--- src/rtl/core/skt_pkg.sv ---
// ----------------------------------------------------------------------------
// skt_pkg: shared definitions for the sorted key table
// Field widths, request and status codes, and the structs that pass between
// the table control and its chain of storage cells.
// ----------------------------------------------------------------------------
package skt_pkg;

  localparam int unsigned KEY_W        = 31;
  localparam int unsigned HANDLE_W     = 16;
  localparam int unsigned MODE_W       = 2;
  localparam int unsigned POS_W        = 4;
  localparam int unsigned STATUS_W     = 2;
  localparam int unsigned COUNT_OUT_W  = 5;
  localparam int unsigned DEF_CAPACITY = 16;

  // Request modes; the fourth code is unused and does nothing.
  typedef enum logic [MODE_W-1:0] {
    MODE_INSERT = 2'd0,
    MODE_READ   = 2'd1,
    MODE_CLEAR  = 2'd2
  } skt_mode_e;

  // Result status codes.
  typedef enum logic [STATUS_W-1:0] {
    ST_OK    = 2'd0,
    ST_FULL  = 2'd1,
    ST_RANGE = 2'd2
  } skt_status_e;

  // Insert broadcast seen by every cell in the same cycle.
  typedef struct packed {
    logic                en;
    logic [KEY_W-1:0]    key;
    logic [HANDLE_W-1:0] handle;
  } skt_ins_t;

  // What one cell hands to its right-hand neighbor.
  typedef struct packed {
    logic                gt;
    logic [KEY_W-1:0]    key;
    logic [HANDLE_W-1:0] handle;
  } skt_link_t;

endpackage

--- src/rtl/core/skt_cell.sv ---
// ----------------------------------------------------------------------------
// skt_cell: one storage cell of the sorted key table
// Holds one key and handle, compares its key with an inserted key, and either
// keeps its entry, takes the new entry, or takes its left neighbor's entry.
// ----------------------------------------------------------------------------
module skt_cell (
  input  logic              clk_i,
  input  skt_pkg::skt_ins_t  ins_i,
  input  logic              occupied_i,
  input  skt_pkg::skt_link_t left_i,
  output skt_pkg::skt_link_t cell_o
);
  import skt_pkg::*;

  logic [KEY_W-1:0]    key_q, key_d;
  logic [HANDLE_W-1:0] handle_q, handle_d;
  logic                gt;
  logic                take_new;
  logic                shift;

  // An empty cell, or one holding a strictly greater key, lies at or beyond
  // the insert slot. The slot itself is the first such cell.
  always_comb begin
    gt       = !occupied_i || (key_q > ins_i.key);
    take_new = ins_i.en && gt && !left_i.gt;
    shift    = ins_i.en && left_i.gt;
  end

  // Next entry of this cell.
  always_comb begin
    key_d    = key_q;
    handle_d = handle_q;
    if (shift) begin
      key_d    = left_i.key;
      handle_d = left_i.handle;
    end else if (take_new) begin
      key_d    = ins_i.key;
      handle_d = ins_i.handle;
    end
  end

  always_ff @(posedge clk_i) begin
    key_q    <= key_d;
    handle_q <= handle_d;
  end

  assign cell_o.gt     = gt;
  assign cell_o.key    = key_q;
  assign cell_o.handle = handle_q;

endmodule

--- src/rtl/core/sorted_key_table.sv ---
// ----------------------------------------------------------------------------
// sorted_key_table: table of key and handle entries kept in ascending key order
// A row of cells compares an inserted key in parallel and shifts the later entries.
// ----------------------------------------------------------------------------
// busy_o is always low, so a request may be issued in every cycle, and its
// result appears on the result ports with done_o high in the cycle after
// start_i. The receiver cannot stall; done_o marks a result for that one
// cycle only, and the result stays on the ports until the next request. An
// insert compares the new key in every cell at once and each cell beyond the
// slot takes its left neighbor's entry, so the row of CAPACITY cells sets the
// cycle. Equal keys keep arrival order. A read returns the entry at position;
// positions at or above the count report out of range. A clear empties the
// count only. entry_count_o reports the count after the request, in five bits.
module sorted_key_table #(
  parameter int unsigned CAPACITY = skt_pkg::DEF_CAPACITY
) (
  input  logic                          clk_i,
  input  logic                          rst_ni,
  input  logic                          start_i,
  output logic                          busy_o,
  input  logic [skt_pkg::MODE_W-1:0]    mode_i,
  input  logic [skt_pkg::KEY_W-1:0]     key_i,
  input  logic [skt_pkg::HANDLE_W-1:0]  handle_i,
  input  logic [skt_pkg::POS_W-1:0]     position_i,
  output logic                          done_o,
  output logic [skt_pkg::STATUS_W-1:0]  status_o,
  output logic [skt_pkg::HANDLE_W-1:0]  handle_out_o,
  output logic [skt_pkg::KEY_W-1:0]     key_out_o,
  output logic [skt_pkg::COUNT_OUT_W-1:0] entry_count_o
);
  import skt_pkg::*;

  localparam int unsigned CNT_W  = $clog2(CAPACITY + 1);
  localparam int unsigned EXT_W  = CNT_W + POS_W;
  localparam int unsigned READ_N = (CAPACITY < (1 << POS_W)) ? CAPACITY : (1 << POS_W);

  logic [CNT_W-1:0] count_q, count_d;
  logic             done_q;
  skt_status_e      status_q, status_d;
  logic [HANDLE_W-1:0] handle_out_q, handle_out_d;
  logic [KEY_W-1:0]    key_out_q, key_out_d;

  skt_ins_t  ins;
  skt_link_t links [CAPACITY+1];
  logic      full;
  logic      in_range;
  logic [EXT_W-1:0] pos_ext;
  logic [EXT_W-1:0] cnt_ext;
  logic [EXT_W+COUNT_OUT_W-1:0] cnt_out_ext;
  logic [KEY_W-1:0]    rd_key;
  logic [HANDLE_W-1:0] rd_handle;

  // Full and range checks against the current count.
  always_comb begin
    full     = (count_q == CNT_W'(CAPACITY));
    pos_ext  = EXT_W'(position_i);
    cnt_ext  = EXT_W'(count_q);
    in_range = (pos_ext < cnt_ext) && (pos_ext < EXT_W'(CAPACITY));
  end

  // Insert broadcast to the cell row.
  always_comb begin
    ins.en     = start_i && !busy_o && (mode_i == MODE_INSERT) && !full;
    ins.key    = key_i;
    ins.handle = handle_i;
  end

  // The row of cells; the leftmost cell sees a neighbor that never shifts in.
  assign links[0].gt     = 1'b0;
  assign links[0].key    = '0;
  assign links[0].handle = '0;

  for (genvar g = 0; g < CAPACITY; g++) begin : g_cell
    logic occupied;
    assign occupied = (CNT_W'(g) < count_q);
    skt_cell u_cell (
      .clk_i      (clk_i),
      .ins_i      (ins),
      .occupied_i (occupied),
      .left_i     (links[g]),
      .cell_o     (links[g+1])
    );
  end

  // Read select over the cells that a position can address.
  always_comb begin
    rd_key    = '0;
    rd_handle = '0;
    for (int unsigned j = 0; j < READ_N; j++) begin
      if (position_i == POS_W'(j)) begin
        rd_key    = links[j+1].key;
        rd_handle = links[j+1].handle;
      end
    end
  end

  // Result and count for the request.
  always_comb begin
    count_d      = count_q;
    status_d     = ST_OK;
    handle_out_d = '0;
    key_out_d    = '0;
    case (skt_mode_e'(mode_i))
      MODE_INSERT: begin
        if (full) begin
          status_d = ST_FULL;
        end else begin
          count_d = count_q + CNT_W'(1);
        end
      end
      MODE_READ: begin
        if (in_range) begin
          handle_out_d = rd_handle;
          key_out_d    = rd_key;
        end else begin
          status_d = ST_RANGE;
        end
      end
      MODE_CLEAR: begin
        count_d = '0;
      end
      default: begin
        count_d = count_q;
      end
    endcase
  end

  // Control registers.
  always_ff @(posedge clk_i or negedge rst_ni) begin
    if (!rst_ni) begin
      count_q <= '0;
      done_q  <= 1'b0;
    end else begin
      done_q <= start_i && !busy_o;
      if (start_i && !busy_o) begin
        count_q <= count_d;
      end
    end
  end

  // Result registers.
  always_ff @(posedge clk_i) begin
    if (start_i && !busy_o) begin
      status_q     <= status_d;
      handle_out_q <= handle_out_d;
      key_out_q    <= key_out_d;
    end
  end

  assign cnt_out_ext   = (EXT_W+COUNT_OUT_W)'(count_q);
  assign busy_o        = 1'b0;
  assign done_o        = done_q;
  assign status_o      = status_q;
  assign handle_out_o  = handle_out_q;
  assign key_out_o     = key_out_q;
  assign entry_count_o = cnt_out_ext[COUNT_OUT_W-1:0];

  // The count never passes the capacity.
  a_count_cap: assert property (@(posedge clk_i) disable iff (!rst_ni)
    count_q <= CNT_W'(CAPACITY))
    else $error("entry count above capacity");

  // A result follows every accepted request in the next cycle.
  a_done_follows: assert property (@(posedge clk_i) disable iff (!rst_ni)
    (start_i && !busy_o) |=> done_o)
    else $error("missing result after request");

  // A dropped insert leaves the table full.
  a_full_holds: assert property (@(posedge clk_i) disable iff (!rst_ni)
    (done_o && status_o == ST_FULL) |-> (count_q == CNT_W'(CAPACITY)))
    else $error("full status with room in table");

  // An out of range read returns a zero entry.
  a_range_zero: assert property (@(posedge clk_i) disable iff (!rst_ni)
    (done_o && status_o == ST_RANGE) |-> (key_out_o == '0 && handle_out_o == '0))
    else $error("out of range read returned data");

endmodule

--- config.mk ---
export PLATFORM = sky130hd
export DESIGN_NAME = sorted_key_table
export DESIGN_NICKNAME = d
export VERILOG_FILES = /design/src/rtl/core/skt_pkg.sv /design/src/rtl/core/skt_cell.sv /design/src/rtl/core/sorted_key_table.sv
export SDC_FILE = /design/constraint.sdc
export NUM_CORES = 2
export LEC_CHECK = 0
export BUFFER_PORTS_ARGS = -buffer_cell sky130_fd_sc_hd__buf_2
export CORE_UTILIZATION = 55
export DETAILED_ROUTE_END_ITERATION = 12
export PLACE_DENSITY_LB_ADDON = 0.25
export SYNTH_ARGS = -nofsm -noshare
export SYNTH_HDL_FRONTEND = slang
export SYNTH_SLANG_ARGS = --single-unit
--- constraint.sdc ---
create_clock -name clk_i -period 4.58 [get_ports clk_i]
set_clock_uncertainty 0.2 [all_clocks]
set_input_delay 0.687 -clock clk_i [delete_from_list [all_inputs] [get_ports clk_i]]
set_output_delay 0.687 -clock clk_i [all_outputs]
set_load 0.03 [all_outputs]
==> results_dict.tcl <==
set metrics [dict create \
    ys_seq_area_frac 0.4637 \
    required_ns 4.70 \
    clk_latency_ns 0.69 \
    yosys.area.top_type "edfxtp_1" \
    die_w_microns 310.1 \
    avgSynthCellArea_sq_um 11.93 \
    first_global_vias 39010 \
    tightest_slew_ns 1.127 \
    critical-path-slowest-cell "o21ai_4" \
    cts-resized-gates 0 \
    drive_above_1_share 0.2751 \
    gp_congestion 1.003 \
    rr_worst_depth 8 \
    cts.sink_count 807 \
    path_buf_inv 3 \
    hold_class "input port to asynchronous set/reset pin" \
    cp.arrival_ns 3.97 \
    worst_slack_ns 0.7389 \
    max_freq_ghz 0.2603 \
    vias 40690 \
    setup_viol 0 \
    cts_tree "yes" \
    dieArea_sq_um 96140 \
    period_share 0.8387 \
    p_total_mw 20.98 \
    clk_path_buf_depth 3 \
    port_buffers 110 \
    cpPeakStageDelay_ns 0.65 \
    die_y_microns 310.1 \
    dp_cells 5707 \
    start_util 0.5576 \
    synth-seq-cells 807 \
    clk_pin_slew_ns 0.06 \
    stdcell_count 5880 \
    syn-instance-count 4374 \
    critPathMaxFanout 34 \
    areaGrowthSynthToFinish_pct 12.62 \
    grt_max_degree 76 \
    wl_per_cell_microns 29.89 \
    cts_buffers 91 \
    powerDensity_nw_per_um2 356.9 \
    ctsHoldBuffers 1 \
    dp_slack_ns 0.1023 \
    outcome "completed" \
    core_region_area_sq_um 93610 \
    synth_top_area_share 0.4608 \
    cts_setup_buffers 0 \
    postRouteAntennaNets 0 \
    firstDrtPassIters 8 \
    yosys_warnings 0 \
    synth_ff_type "edfxtp_1" \
    drcViolationCount 0 \
    synth-async-reset-ratio 0.007435 \
    hold_violations 0 \
    cp_cell_sequence "buf_2, clkinvlp_4, ha_1, nand4_1, nor2_1, nand2_1, o2111ai_1, a21oi_1, o21ai_4, or2_2, buf_4" \
    yosys-top-cells-area "edfxtp_1, mux2_2, ha_1, a21oi_1, a22oi_1" \
    synth_edf_count 801 \
    critPathCaptureType "flip-flop" \
    startpoint_type "input port" \
    viasPerCell 6.919 \
    cts_root_buf "clkbuf_16" \
    rsz0062_at_grt "no" \
    cp.depth 11 \
    slew-limit-headroom 0.2424 \
    crit_type "input port to flip-flop" \
    finalCriticalPeriod_ns 3.841 \
    drt_iter0_drc 5312 \
    io_pins 112 \
    grt_pass1_wl_microns 257200 \
    layout.nets 5104 \
    placementRows 112 \
    cp_top_family "compound AO/OA/AOI/OAI gates" \
    power_leakage_nw 21.70 \
    wl_microns 175700 \
    antenna_found_initial 5 \
    htreeDepth 3 \
    syn_nets 4931 \
    dp_hpwl_microns 132800 \
    ys_types 84 \
    ir_drop_mv 0.2765 \
    track_usage 0.3636 \
    maxCapViolCount 0 \
    setup-tns-final_ns 0 \
    finalMaxSlewViolations 0 \
    gr-total-overflow 0 \
    synth_area_sq_um 52200 \
]
[cell usage in the layout, fill, tap and decap left out, drive strengths merged, types with 76 or more instances in the layout]
cell    netlist  final
edfxtp      801    801
mux2        673    673
ha          501    501
buf         123    367
a21oi       244    244
nor2        203    203
o21ai       189    189
nand2       187    187
nand4       129    129
a22oi       128    128
nand3       112    112
clkbuf      166    105
o211ai       76     76
[metal layers]
metal | GRT usage | vias up | routed length (microns)
li1 | - | 17830 | -
met1 | 0.5328 | 19930 | 72610
met2 | 0.5332 | 2632 | 75140
met3 | 0.06784 | 296 | 21500
met4 | 0.1368 | 0 | 6495
met5 | 0 | - | 0
[stage by stage]
stage	area, sq um	util	hold slack (ns)
floorplan	52250	-	0.1914
global placement	55830	0.5964	0.3217
detailed placement	55830	0.5964	0.3263
CTS	58780	0.6279	0.1395
global route	58780	0.6279	0.1839
finish	58780	0.6280	0.1734
[where the power goes]
group          switching (mW)  leakage [nW]  internal [mW]  total (mW)
registers               0.478          7.57           8.95        9.43
logic                    2.52          12.7           1.62        4.14
clock network            3.21          1.45           4.20        7.41
total                    6.21          21.7           14.8        21.0
[synthesized netlist by cell type (19+ instances only)]
cell type	number
nand4_1	128
nor2_1	202
a211oi_1	50
ha_1	501
nor3_1	56
a222oi_1	19
a31oi_1	37
nor3b_1	51
nand2_1	187
mux2i_1	64
a22oi_1	128
and3_1	35
mux2_4	27
mux2_2	644
inv_1	66
buf_2	89
a311oi_1	31
nand2b_1	23
o21ai_0	185
edfxtp_1	801
o221a_2	21
clkbuf_1	166
o211ai_1	75
nand3_1	112
a21oi_1	243
a221oi_1	19
a21o_1	46
nor2b_1	38
o22ai_1	68
o21a_1	24
[cells by family (layout without fill, tap and decap cells)]
| kind of cell | after synthesis | count (layout) | synth area share |
|---|---|---|---|
| muxes | 740 | 740 | 0.1607 |
| xor gates and xnor gates | 3 | 3 | 0.0005035 |
| other | 1 | 3 | 0.00007184 |
| and+or+nand+nor | 907 | 907 | 0.08905 |
| DFF | 807 | 807 | 0.4637 |
| buffers and inverters | 356 | 606 | 0.02994 |
| AOI/OAI and AO/OA | 1059 | 1059 | 0.1360 |
| adders and majority gates | 501 | 501 | 0.1201 |
[layout make-up]
type                            count  area [sq um]
Antenna cell                        2         5.005
Fill cell                        7386         34830
Timing Repair Buffer              369          3077
Clock buffer                      104          2347
Sequential cell                   807         24200
Clock inverter                     66         591.8
Tap cell                         1254          1569
Multi-Input combinational cell   3211         26720
Inverter                           67         266.5
[worst register-to-register path: cells and delay by family, from the launching register on]
kind	cells	cell delay (ns)
adder cells (fa/ha/maj)	1	0.39
AND/OR/NAND/NOR	3	1.13
buffers and inverters	1	0.31
flip-flops	1	0.48
AO/OA/AOI/OAI	3	0.85
[state kept, by name, indices dropped and copies added, names as in the netlist]
signal and cells:
entry_count_o 5, status_o 2, done_o 1, g_cell.u_cell.key_q 496
g_cell.u_cell.handle_q 256, handle_out_o 16, key_out_o 31
[final timing paths]
kind,to,from,slack [ns]
setup reg to reg,g_cell[15].u_cell.handle_q[6]$_DFFE_PP_,g_cell[14].u_cell.key_q[24]$_DFFE_PP_,0.80
setup / recovery,g_cell[5].u_cell.key_q[8]$_DFFE_PP_,key_i[19],0.74
hold / removal,entry_count_o[2]$_DFFE_PN0P_,rst_ni,0.17
max in group asynchronous,entry_count_o[1]$_DFFE_PN0P_,rst_ni,3.85
hold reg to reg,g_cell[11].u_cell.handle_q[12]$_DFFE_PP_,g_cell[10].u_cell.handle_q[12]$_DFFE_PP_,0.37
min in group clk_i,status_o[0]$_DFFE_PP_,mode_i[0],0.18
No activity file was read; power rests on OpenSTA's default activity.
